**config.mk**
```make
export PLATFORM = sky130hd
export DESIGN_NAME = selective_repeat_receiver_top
export DESIGN_NICKNAME = d
export VERILOG_FILES = /design/src/rtl/core/srr_pkg.sv /design/src/rtl/core/srr_queue.sv /design/src/rtl/core/srr_front.sv /design/src/rtl/core/srr_back.sv /design/src/rtl/core/selective_repeat_receiver_top.sv
export VERILOG_INCLUDE_DIRS = /design/src /design/src/rtl/core
export SDC_FILE = /design/constraint.sdc
export NUM_CORES = 1
export LEC_CHECK = 0
export BUFFER_PORTS_ARGS = -buffer_cell sky130_fd_sc_hd__buf_4
export CORE_MARGIN = 5
export CORE_UTILIZATION = 55
export CTS_CLUSTER_DIAMETER = 40
export DETAILED_ROUTE_END_ITERATION = 16
export PLACE_DENSITY = 0.72
export RECOVER_POWER = 25
export REMOVE_ABC_BUFFERS = 1
export SLEW_MARGIN = 20
export SYNTH_ARGS = -nofsm -noshare
export SYNTH_HDL_FRONTEND = slang
export SYNTH_SLANG_ARGS = --single-unit
```
**constraint.sdc**
```tcl
create_clock -name clk -period 4.1 [get_ports clk]
set_clock_uncertainty 0.2 [all_clocks]
set_input_delay 0.615 -clock clk [delete_from_list [all_inputs] [get_ports clk]]
set_output_delay 0.615 -clock clk [all_outputs]
set_load 0.02 [all_outputs]
```
**src/rtl/core/assert_macros.svh**
```systemverilog
// ----------------------------------------------------------------------------
// Assertion macros
// Shared concurrent assertion forms for the selective repeat receiver.
// ----------------------------------------------------------------------------
`ifndef ASSERT_MACROS_SVH
`define ASSERT_MACROS_SVH

// The consequent must hold in the same cycle as the antecedent.
`define SRR_ASSERT_IMP(lbl, clk, rst_n, ante, cons) \
	lbl: assert property (@(posedge clk) disable iff (!(rst_n)) (ante) |-> (cons)) \
		else $error("srr assertion failed");

// The expression must hold in every cycle out of reset.
`define SRR_ASSERT_ALWAYS(lbl, clk, rst_n, expr) \
	lbl: assert property (@(posedge clk) disable iff (!(rst_n)) (expr)) \
		else $error("srr assertion failed");

`endif

```
**src/rtl/core/srr_pkg.sv**
```systemverilog
// ----------------------------------------------------------------------------
// srr_pkg
// Types, sizes and helper functions of the selective repeat receiver.
// ----------------------------------------------------------------------------
package srr_pkg;

	localparam int BUFFER_SLOTS = 16;
	localparam int SEQ_SPACE    = 256;
	localparam int SEQ_W        = 8;
	localparam int SLOT_W       = (BUFFER_SLOTS > 1) ? $clog2(BUFFER_SLOTS) : 1;
	localparam int QUEUE_DEPTH  = 2;
	localparam int QPTR_W       = (QUEUE_DEPTH > 1) ? $clog2(QUEUE_DEPTH) : 1;
	localparam int QCNT_W       = $clog2(QUEUE_DEPTH + 1);

	typedef logic [SEQ_W-1:0]  seq_t;
	typedef logic [SLOT_W-1:0] slot_idx_t;

	typedef enum logic [1:0] {
		CMD_DELIVER,
		CMD_DUP,
		CMD_STORE
	} cmd_kind_t;

	typedef struct packed {
		cmd_kind_t kind;
		seq_t      seq;
		logic      intact;
	} cmd_t;

	typedef enum logic [1:0] {
		ST_IDLE,
		ST_SCAN,
		ST_FLUSH
	} back_state_t;

	// Receive state the front needs to classify an arrival.
	typedef struct packed {
		seq_t last_delivered;
		logic any_delivered;
		logic idle;
		logic scanning;
	} back_status_t;

	typedef struct packed {
		logic empty;
		logic full;
	} queue_status_t;

	// Slot that a sequence number maps to, as a constant lookup.
	typedef slot_idx_t slot_map_t [2**SEQ_W];

	function automatic slot_map_t build_slot_map();
		slot_map_t m;
		for (int i = 0; i < 2**SEQ_W; i++) begin
			m[i] = SLOT_W'(i % BUFFER_SLOTS);
		end
		return m;
	endfunction

	localparam slot_map_t SLOT_MAP = build_slot_map();

	// Successor of a delivered number within the sequence space.
	function automatic seq_t next_seq(input seq_t v);
		logic [SEQ_W:0] sum;
		sum = {1'b0, v} + (SEQ_W+1)'(1);
		if (int'(sum) >= SEQ_SPACE) begin
			return SEQ_W'(int'(sum) - SEQ_SPACE);
		end
		return sum[SEQ_W-1:0];
	endfunction

	function automatic seq_t expected_seq(input logic any, input seq_t last);
		return any ? next_seq(last) : '0;
	endfunction

endpackage

```
**src/rtl/core/srr_queue.sv**
```systemverilog
// ----------------------------------------------------------------------------
// srr_queue
// Short command queue between the classifying front and the executing back.
// ----------------------------------------------------------------------------
module srr_queue (
	input  logic                   clk,
	input  logic                   arst_n,
	input  logic                   push,
	input  srr_pkg::cmd_t          push_cmd,
	input  logic                   pop,
	output logic                   head_valid,
	output srr_pkg::cmd_t          head_cmd,
	output srr_pkg::queue_status_t status
);
	import srr_pkg::*;

	cmd_t              entry_q [QUEUE_DEPTH];
	logic [QPTR_W-1:0] wr_ptr_q;
	logic [QPTR_W-1:0] rd_ptr_q;
	logic [QCNT_W-1:0] count_q;
	logic              do_push;
	logic              do_pop;

	assign do_push = push && (count_q != QCNT_W'(QUEUE_DEPTH));
	assign do_pop  = pop && (count_q != '0);

	always_ff @(posedge clk or negedge arst_n) begin
		if (!arst_n) begin
			wr_ptr_q <= '0;
			rd_ptr_q <= '0;
			count_q  <= '0;
		end else begin
			if (do_push) begin
				wr_ptr_q <= (wr_ptr_q == QPTR_W'(QUEUE_DEPTH-1)) ? '0 : wr_ptr_q + 1'b1;
			end
			if (do_pop) begin
				rd_ptr_q <= (rd_ptr_q == QPTR_W'(QUEUE_DEPTH-1)) ? '0 : rd_ptr_q + 1'b1;
			end
			if (do_push && !do_pop) begin
				count_q <= count_q + 1'b1;
			end else if (do_pop && !do_push) begin
				count_q <= count_q - 1'b1;
			end
		end
	end

	always_ff @(posedge clk) begin
		if (do_push) begin
			entry_q[wr_ptr_q] <= push_cmd;
		end
	end

	assign head_valid   = (count_q != '0);
	assign head_cmd     = entry_q[rd_ptr_q];
	assign status.empty = (count_q == '0);
	assign status.full  = (count_q == QCNT_W'(QUEUE_DEPTH));

endmodule

```
**src/rtl/core/srr_front.sv**
```systemverilog
// ----------------------------------------------------------------------------
// srr_front
// Accepts arriving packets and sorts them into deliver, duplicate or store.
// ----------------------------------------------------------------------------
module srr_front (
	input  logic                   in_valid,
	output logic                   in_stall,
	input  logic [7:0]             seq_num,
	input  logic                   intact,
	input  srr_pkg::back_status_t  back_status,
	input  srr_pkg::queue_status_t q_status,
	output logic                   push,
	output srr_pkg::cmd_t          push_cmd
);
	import srr_pkg::*;

	seq_t expected;
	logic accept;
	logic in_order;
	logic is_old;

	// Classification reads the receive state, so an item waits until all
	// earlier work has left both the queue and the back end.
	assign in_stall = !(back_status.idle && q_status.empty);
	assign accept   = in_valid && !in_stall;

	assign expected = expected_seq(back_status.any_delivered, back_status.last_delivered);
	assign in_order = (seq_num == expected);
	assign is_old   = back_status.any_delivered && (seq_num <= back_status.last_delivered);

	always_comb begin
		push_cmd.seq    = seq_num;
		push_cmd.intact = intact;
		if (in_order) begin
			push_cmd.kind = CMD_DELIVER;
		end else if (is_old) begin
			push_cmd.kind = CMD_DUP;
		end else begin
			push_cmd.kind = CMD_STORE;
		end
	end

	// An in-order packet that arrived corrupt is simply dropped.
	assign push = accept && !(in_order && !intact);

endmodule

```
**src/rtl/core/srr_back.sv**
```systemverilog
// ----------------------------------------------------------------------------
// srr_back
// Executes queued commands: parks packets, scans the reorder slots and
// drives the acknowledgement output register.
// ----------------------------------------------------------------------------
module srr_back (
	input  logic                  clk,
	input  logic                  arst_n,
	input  logic                  head_valid,
	input  srr_pkg::cmd_t         head_cmd,
	output logic                  pop,
	output srr_pkg::back_status_t status,
	output logic                  out_valid,
	input  logic                  out_stall,
	output logic [7:0]            ack_seq,
	output logic                  is_duplicate,
	output logic                  last
);
	import srr_pkg::*;

	localparam slot_idx_t LAST_SLOT = SLOT_W'(BUFFER_SLOTS-1);

	back_state_t state_q;
	back_state_t state_d;

	logic      slot_valid_q  [BUFFER_SLOTS];
	seq_t      slot_seq_q    [BUFFER_SLOTS];
	logic      slot_intact_q [BUFFER_SLOTS];

	seq_t      last_delivered_q;
	logic      any_delivered_q;
	seq_t      pend_seq_q;
	slot_idx_t scan_idx_q;

	logic      out_valid_q;
	seq_t      ack_seq_q;
	logic      dup_q;
	logic      last_q;

	logic      out_free;
	seq_t      scan_expected;
	logic      slot_hit;
	logic      slot_deliver;
	logic      scan_step;
	slot_idx_t store_idx;

	logic      out_load;
	seq_t      load_seq;
	logic      load_dup;
	logic      load_last;

	assign out_free      = !out_valid_q || !out_stall;
	assign scan_expected = next_seq(last_delivered_q);
	assign slot_hit      = slot_valid_q[scan_idx_q] && (slot_seq_q[scan_idx_q] == scan_expected);
	assign slot_deliver  = slot_hit && slot_intact_q[scan_idx_q];
	assign store_idx     = SLOT_MAP[head_cmd.seq];

	// The previous acknowledgement is held back until the next one is found,
	// so that the final one of an item can carry the last mark.
	assign scan_step = (state_q == ST_SCAN) && !(slot_deliver && !out_free);

	always_comb begin
		state_d = state_q;
		case (state_q)
			ST_IDLE: begin
				if (pop && (head_cmd.kind == CMD_DELIVER)) begin
					state_d = ST_SCAN;
				end
			end
			ST_SCAN: begin
				if (scan_step && (scan_idx_q == LAST_SLOT)) begin
					state_d = ST_FLUSH;
				end
			end
			ST_FLUSH: begin
				if (out_free) begin
					state_d = ST_IDLE;
				end
			end
			default: state_d = ST_IDLE;
		endcase
	end

	always_comb begin
		pop       = 1'b0;
		out_load  = 1'b0;
		load_seq  = pend_seq_q;
		load_dup  = 1'b0;
		load_last = 1'b0;
		case (state_q)
			ST_IDLE: begin
				if (head_valid) begin
					case (head_cmd.kind)
						CMD_DUP: begin
							if (out_free) begin
								pop       = 1'b1;
								out_load  = 1'b1;
								load_seq  = head_cmd.seq;
								load_dup  = 1'b1;
								load_last = 1'b1;
							end
						end
						CMD_STORE:   pop = 1'b1;
						CMD_DELIVER: pop = 1'b1;
						default:     pop = 1'b1;
					endcase
				end
			end
			ST_SCAN: begin
				if (slot_deliver && out_free) begin
					out_load = 1'b1;
				end
			end
			ST_FLUSH: begin
				if (out_free) begin
					out_load  = 1'b1;
					load_last = 1'b1;
				end
			end
			default: ;
		endcase
	end

	always_ff @(posedge clk or negedge arst_n) begin
		if (!arst_n) begin
			state_q          <= ST_IDLE;
			last_delivered_q <= '0;
			any_delivered_q  <= 1'b0;
			scan_idx_q       <= '0;
			out_valid_q      <= 1'b0;
			for (int i = 0; i < BUFFER_SLOTS; i++) begin
				slot_valid_q[i] <= 1'b0;
			end
		end else begin
			state_q <= state_d;
			if ((state_q == ST_IDLE) && pop) begin
				if (head_cmd.kind == CMD_DELIVER) begin
					last_delivered_q <= head_cmd.seq;
					any_delivered_q  <= 1'b1;
					scan_idx_q       <= '0;
				end else if (head_cmd.kind == CMD_STORE) begin
					slot_valid_q[store_idx] <= 1'b1;
				end
			end
			if (scan_step) begin
				if (slot_hit) begin
					slot_valid_q[scan_idx_q] <= 1'b0;
				end
				if (slot_deliver) begin
					last_delivered_q <= slot_seq_q[scan_idx_q];
				end
				if (scan_idx_q != LAST_SLOT) begin
					scan_idx_q <= scan_idx_q + 1'b1;
				end
			end
			if (out_load) begin
				out_valid_q <= 1'b1;
			end else if (!out_stall) begin
				out_valid_q <= 1'b0;
			end
		end
	end

	always_ff @(posedge clk) begin
		if ((state_q == ST_IDLE) && pop && (head_cmd.kind == CMD_STORE)) begin
			slot_seq_q[store_idx]    <= head_cmd.seq;
			slot_intact_q[store_idx] <= head_cmd.intact;
		end
		if ((state_q == ST_IDLE) && pop && (head_cmd.kind == CMD_DELIVER)) begin
			pend_seq_q <= head_cmd.seq;
		end else if (scan_step && slot_deliver) begin
			pend_seq_q <= slot_seq_q[scan_idx_q];
		end
		if (out_load) begin
			ack_seq_q <= load_seq;
			dup_q     <= load_dup;
			last_q    <= load_last;
		end
	end

	assign status.last_delivered = last_delivered_q;
	assign status.any_delivered  = any_delivered_q;
	assign status.idle           = (state_q == ST_IDLE);
	assign status.scanning       = (state_q == ST_SCAN);

	assign out_valid    = out_valid_q;
	assign ack_seq      = ack_seq_q;
	assign is_duplicate = dup_q;
	assign last         = last_q;

endmodule

```
**src/rtl/core/selective_repeat_receiver_top.sv**
```systemverilog
// ----------------------------------------------------------------------------
// selective_repeat_receiver_top
// Selective repeat receiver: acknowledges in-order packets, replays
// acknowledgements for old ones and parks early ones in reorder slots.
// ----------------------------------------------------------------------------
// Each item is one arriving packet (seq_num, intact). The block returns zero
// or more acknowledgement items, the final one of each packet marked by last.
// An intact packet with the next expected number is acknowledged, after which
// the 16 reorder slots are scanned once in ascending order from slot 0, one slot
// per clock unless a stalled output holds it, and each parked packet found in
// that pass that continues the sequence is acknowledged too; a corrupt parked
// packet found that way is discarded. Such a packet passes the queue, then the
// slot scan, then the loading of its final acknowledgement into the output
// register, which hands it off. A duplicate passes the queue into the output
// register, a parked packet passes the queue into its slot, and a corrupt
// in-order packet is dropped in its accept cycle. A new packet is taken only
// once the previous one has been carried out, because its classification
// depends on the last delivered number; a stalled output register holds up the
// scan only when it has another acknowledgement ready.
`include "assert_macros.svh"

module selective_repeat_receiver_top (
	input  logic       clk,
	input  logic       arst_n,
	input  logic       in_valid,
	output logic       in_stall,
	input  logic [7:0] seq_num,
	input  logic       intact,
	output logic       out_valid,
	input  logic       out_stall,
	output logic [7:0] ack_seq,
	output logic       is_duplicate,
	output logic       last
);
	import srr_pkg::*;

	back_status_t  back_status;
	queue_status_t q_status;
	logic          push;
	cmd_t          push_cmd;
	logic          pop;
	logic          head_valid;
	cmd_t          head_cmd;

	// Front end: accepts and classifies arriving packets.
	srr_front u_front (
		.in_valid    (in_valid),
		.in_stall    (in_stall),
		.seq_num     (seq_num),
		.intact      (intact),
		.back_status (back_status),
		.q_status    (q_status),
		.push        (push),
		.push_cmd    (push_cmd)
	);

	// Decoupling queue between classification and execution.
	srr_queue u_queue (
		.clk        (clk),
		.arst_n     (arst_n),
		.push       (push),
		.push_cmd   (push_cmd),
		.pop        (pop),
		.head_valid (head_valid),
		.head_cmd   (head_cmd),
		.status     (q_status)
	);

	// Back end: reorder slots, slot scan and acknowledgement output.
	srr_back u_back (
		.clk          (clk),
		.arst_n       (arst_n),
		.head_valid   (head_valid),
		.head_cmd     (head_cmd),
		.pop          (pop),
		.status       (back_status),
		.out_valid    (out_valid),
		.out_stall    (out_stall),
		.ack_seq      (ack_seq),
		.is_duplicate (is_duplicate),
		.last         (last)
	);

	// A duplicate acknowledgement is always the only one of its packet.
	`SRR_ASSERT_IMP(a_dup_is_last, clk, arst_n, out_valid && is_duplicate, last)

	// The slot scan only runs after something has been delivered.
	`SRR_ASSERT_IMP(a_scan_after_delivery, clk, arst_n, back_status.scanning, back_status.any_delivered)

	// The front never lets a second command into the queue.
	`SRR_ASSERT_ALWAYS(a_queue_never_full, clk, arst_n, !q_status.full)

endmodule
```
==> results.cfg <==
[route]
via_per_inst = 6.119
drtAntennaViolNets = 0
drt_wl_total_um = 21780
remaining_drc_errors = 0
drt-wirelength-per-cell_um = 23.42
vias = 5691
first_iter_violations = 544
first_pass_iters = 5

[setup_path]
cp.required_ns = 4.10
worstPathMaxFanout = 20
critPathKind = reg2reg
r2r_slack_ns = 0.24
critPathLaunchType = register
cp-end-kind = register
crit_arrival_ns = 3.86

[clock_network]
cts.htree.levels = 1
cts_tree = done
worstSkewPairLatency_ns = 0.53
clkTransAtPathRegs_ns = 0.05
postCtsSetupBuffers = 0
cts_root_buffer = clkbuf_16
clk_path_buf_depth = 3
cts-buffers-inserted = 27
clock_sinks = 220

[logic_synthesis]
synth_area_leaders = edfxtp_1 58%, dfrtp_1 9.5%, mux4_2 9.0%
syn_inst = 622
yosysMostFrequentCell = edfxtp_1
ys_types = 51
ys_seq_elements = 220
synth_largest_area_cell = edfxtp_1
async_flop_share_pct = 16.36
synth.avg_cell_area_um2 = 15.31
ys_warn_count = 0
synth_area_mm2 = 0.009520
synth_edf_count = 184
synth_common_cells = 184 x edfxtp_1, 61 x nor2_1, 39 x nand2_1
ys_seq_area_share_pct = 67.50
synth_flop_cell = edfxtp_1
yosysTopAreaCellShare_pct = 58.04

[grt]
grt_usage_pct = 22.22
grt_pass1_vias = 5707
antenna_found_initial = 0
grt_max_degree = 37
grt_pass1_wl_um = 33620
grt-ovfl-total = 0

[die]
die_area_mm2 = 0.02004
start_util_pct = 55.62
core_mm2 = 0.01712
design.portCount = 25
die_h_um = 141.6
num_rows = 48
die_width_um = 141.6

[layout]
antennaDiodeCount = 0
final_cells = 930
area_growth_pct = 15.94
drive_gt1_share_pct = 17.87
fin_nets = 711

[place]
placed_cells = 879
place_hpwl_um = 14630
portBuffers = 24
gp_congestion = 0.8727

[sta]
fin_setup_tns_ns = 0
fmax_mhz = 259.3
finalMaxSlewViolations = 37
post-route-period-util_pct = 94.05
hold_ws_ns = 0.1332
rsz0062_at_grt = no
max_slew_margin_pct = -38.84
period_needed_ns = 3.856
worst_pin_slew_ns = 2.083
setup_violations = 0
final-hold-violation-count = 0

[power_and_ir_drop]
ir_worst_vdd_mv = 0.4247
power-per-cell-area_mw_per_mm2 = 732.2
p_leak_nw = 3.994

[hold_path]
hp-class = in2reg

[status]
status = complete, but fails checks
violations = capacitance limit, slew limit

[flow_run]
cap_violations = 1
cell families (layout without fill, tap and decap cells):
family                     after synthesis  after routing  synth area share [%]
xor gates and xnor gates                24             24                 2.208
buffers and inverters                   56            139                 2.628
and+or+nand+nor                        151            151                 7.320
adders and majority gates               14             14                 1.840
DFF                                    220            220                 67.50
AOI/OAI and AO/OA                       91             91                 6.532
muxes                                   66             66                 11.97
stage by stage:
step	util (%)	instance area (µm²)	total power [mW]	setup slack (ns)
final	64.49	11040	8.082	0.2438
after global routing	64.49	11040	8.476	0.04706
after CTS	65.01	11130	8.142	0.3357
after detailed placement	59.09	10110	5.498	0.3642
after global placement	59.09	10110	5.433	0.4332
after floorplan	-	9383	4.739	-0.3072
state kept, by name, indices dropped and copies added (netlist names), 4 cells and up:
register	count
u_back.scan_idx_q	4
u_back.last_delivered_q	8
u_back.pend_seq_q	8
u_back.ack_seq	8
u_back.slot_seq_q	128
u_back.slot_intact_q	16
u_back.slot_valid_q	16
u_queue.entry_q	22
cell usage in the layout (no fill, tap or decap), types with 3 or more instances in the layout:
master,count
a21o_1,11
a21oi_1,24
a221o_1,9
a22oi_1,8
and2_1,4
and3_1,6
buf_4,33
bufinv_16,8
clkbuf_1,27
clkbuf_16,27
clkinv_1,4
clkinv_2,3
clkinvlp_4,3
dfrtp_1,35
edfxtp_1,184
ha_1,14
inv_1,29
mux2i_1,25
mux4_2,38
nand2_1,39
nand2b_1,7
nand3_1,9
nand4_1,3
nor2_1,61
nor2b_1,5
nor3_1,4
nor3b_1,4
o21ai_0,18
o32ai_1,3
xnor2_1,20
xor2_1,4
worst max-delay path: stages, from the launching register on:
cell	delay, ns
dfrtp_1	0.81
buf_4	0.37
nor2b_1	0.54
a22oi_1	0.14
nand2_1	0.21
xnor2_1	0.10
and4_4	0.18
and4_1	0.20
nor2_1	0.46
inv_1	0.31
metal layers:
layer,vias up,part of all wire (%),track usage (%)
li1,2494,-,-
met1,2856,40,31.15
met2,300,49,36.17
met3,41,8.0,3.910
met4,0,2.7,6.667
met5,-,0,0
power by group:
group          switching [mW]  leakage [nW]  total [mW]  internal (mW)
clock                   0.899         0.481        2.62           1.72
sequential              0.280          2.04        3.09           2.82
combinational            1.32          1.47        2.37           1.05
total                    2.50          3.99        8.08           5.58
path summary, 6_finish.rpt:
| path | start | cells past startpoint | endpoint |
|---|---|---|---|
| max in group asynchronous | arst_n | 2 | u_back.scan_idx_q[0]$_DFF_PN0_ |
| worst max-delay path | u_back.scan_idx_q[2]$_DFF_PN0_ | 9 | u_back.pend_seq_q[6]$_DFFE_PP_ |
| worst min register to register | u_queue.count_q[1]$_DFFE_PN0P_ | 1 | u_queue.count_q[1]$_DFFE_PN0P_ |
| worst min-delay path | intact | 1 | u_queue.entry_q[0][0]$_DFFE_PP_ |
| min in group asynchronous | arst_n | 2 | u_back.slot_valid_q[13]$_DFF_PN0_ |
| worst max register to register | u_back.scan_idx_q[2]$_DFF_PN0_ | 9 | u_back.pend_seq_q[6]$_DFFE_PP_ |
final cells by class:
cell class              count  area, µm²
clock inverters            20      317.8
multi-input cells         346       2844
inverters                  30      112.6
repair buffers             59      367.9
fillers                  1248       6078
well taps                 225      281.5
flip-flops and latches    220       6427
clock buffers              30      686.9
timing repair:
item | in CTS | in global routing
endpoints found under the setup margin | 0 | 0
hold endpoints to repair | 36 | 0
resized for setup | 0 | 0
hold buffers | 1 | 0
No activity file was read; power rests on OpenSTA's default activity.
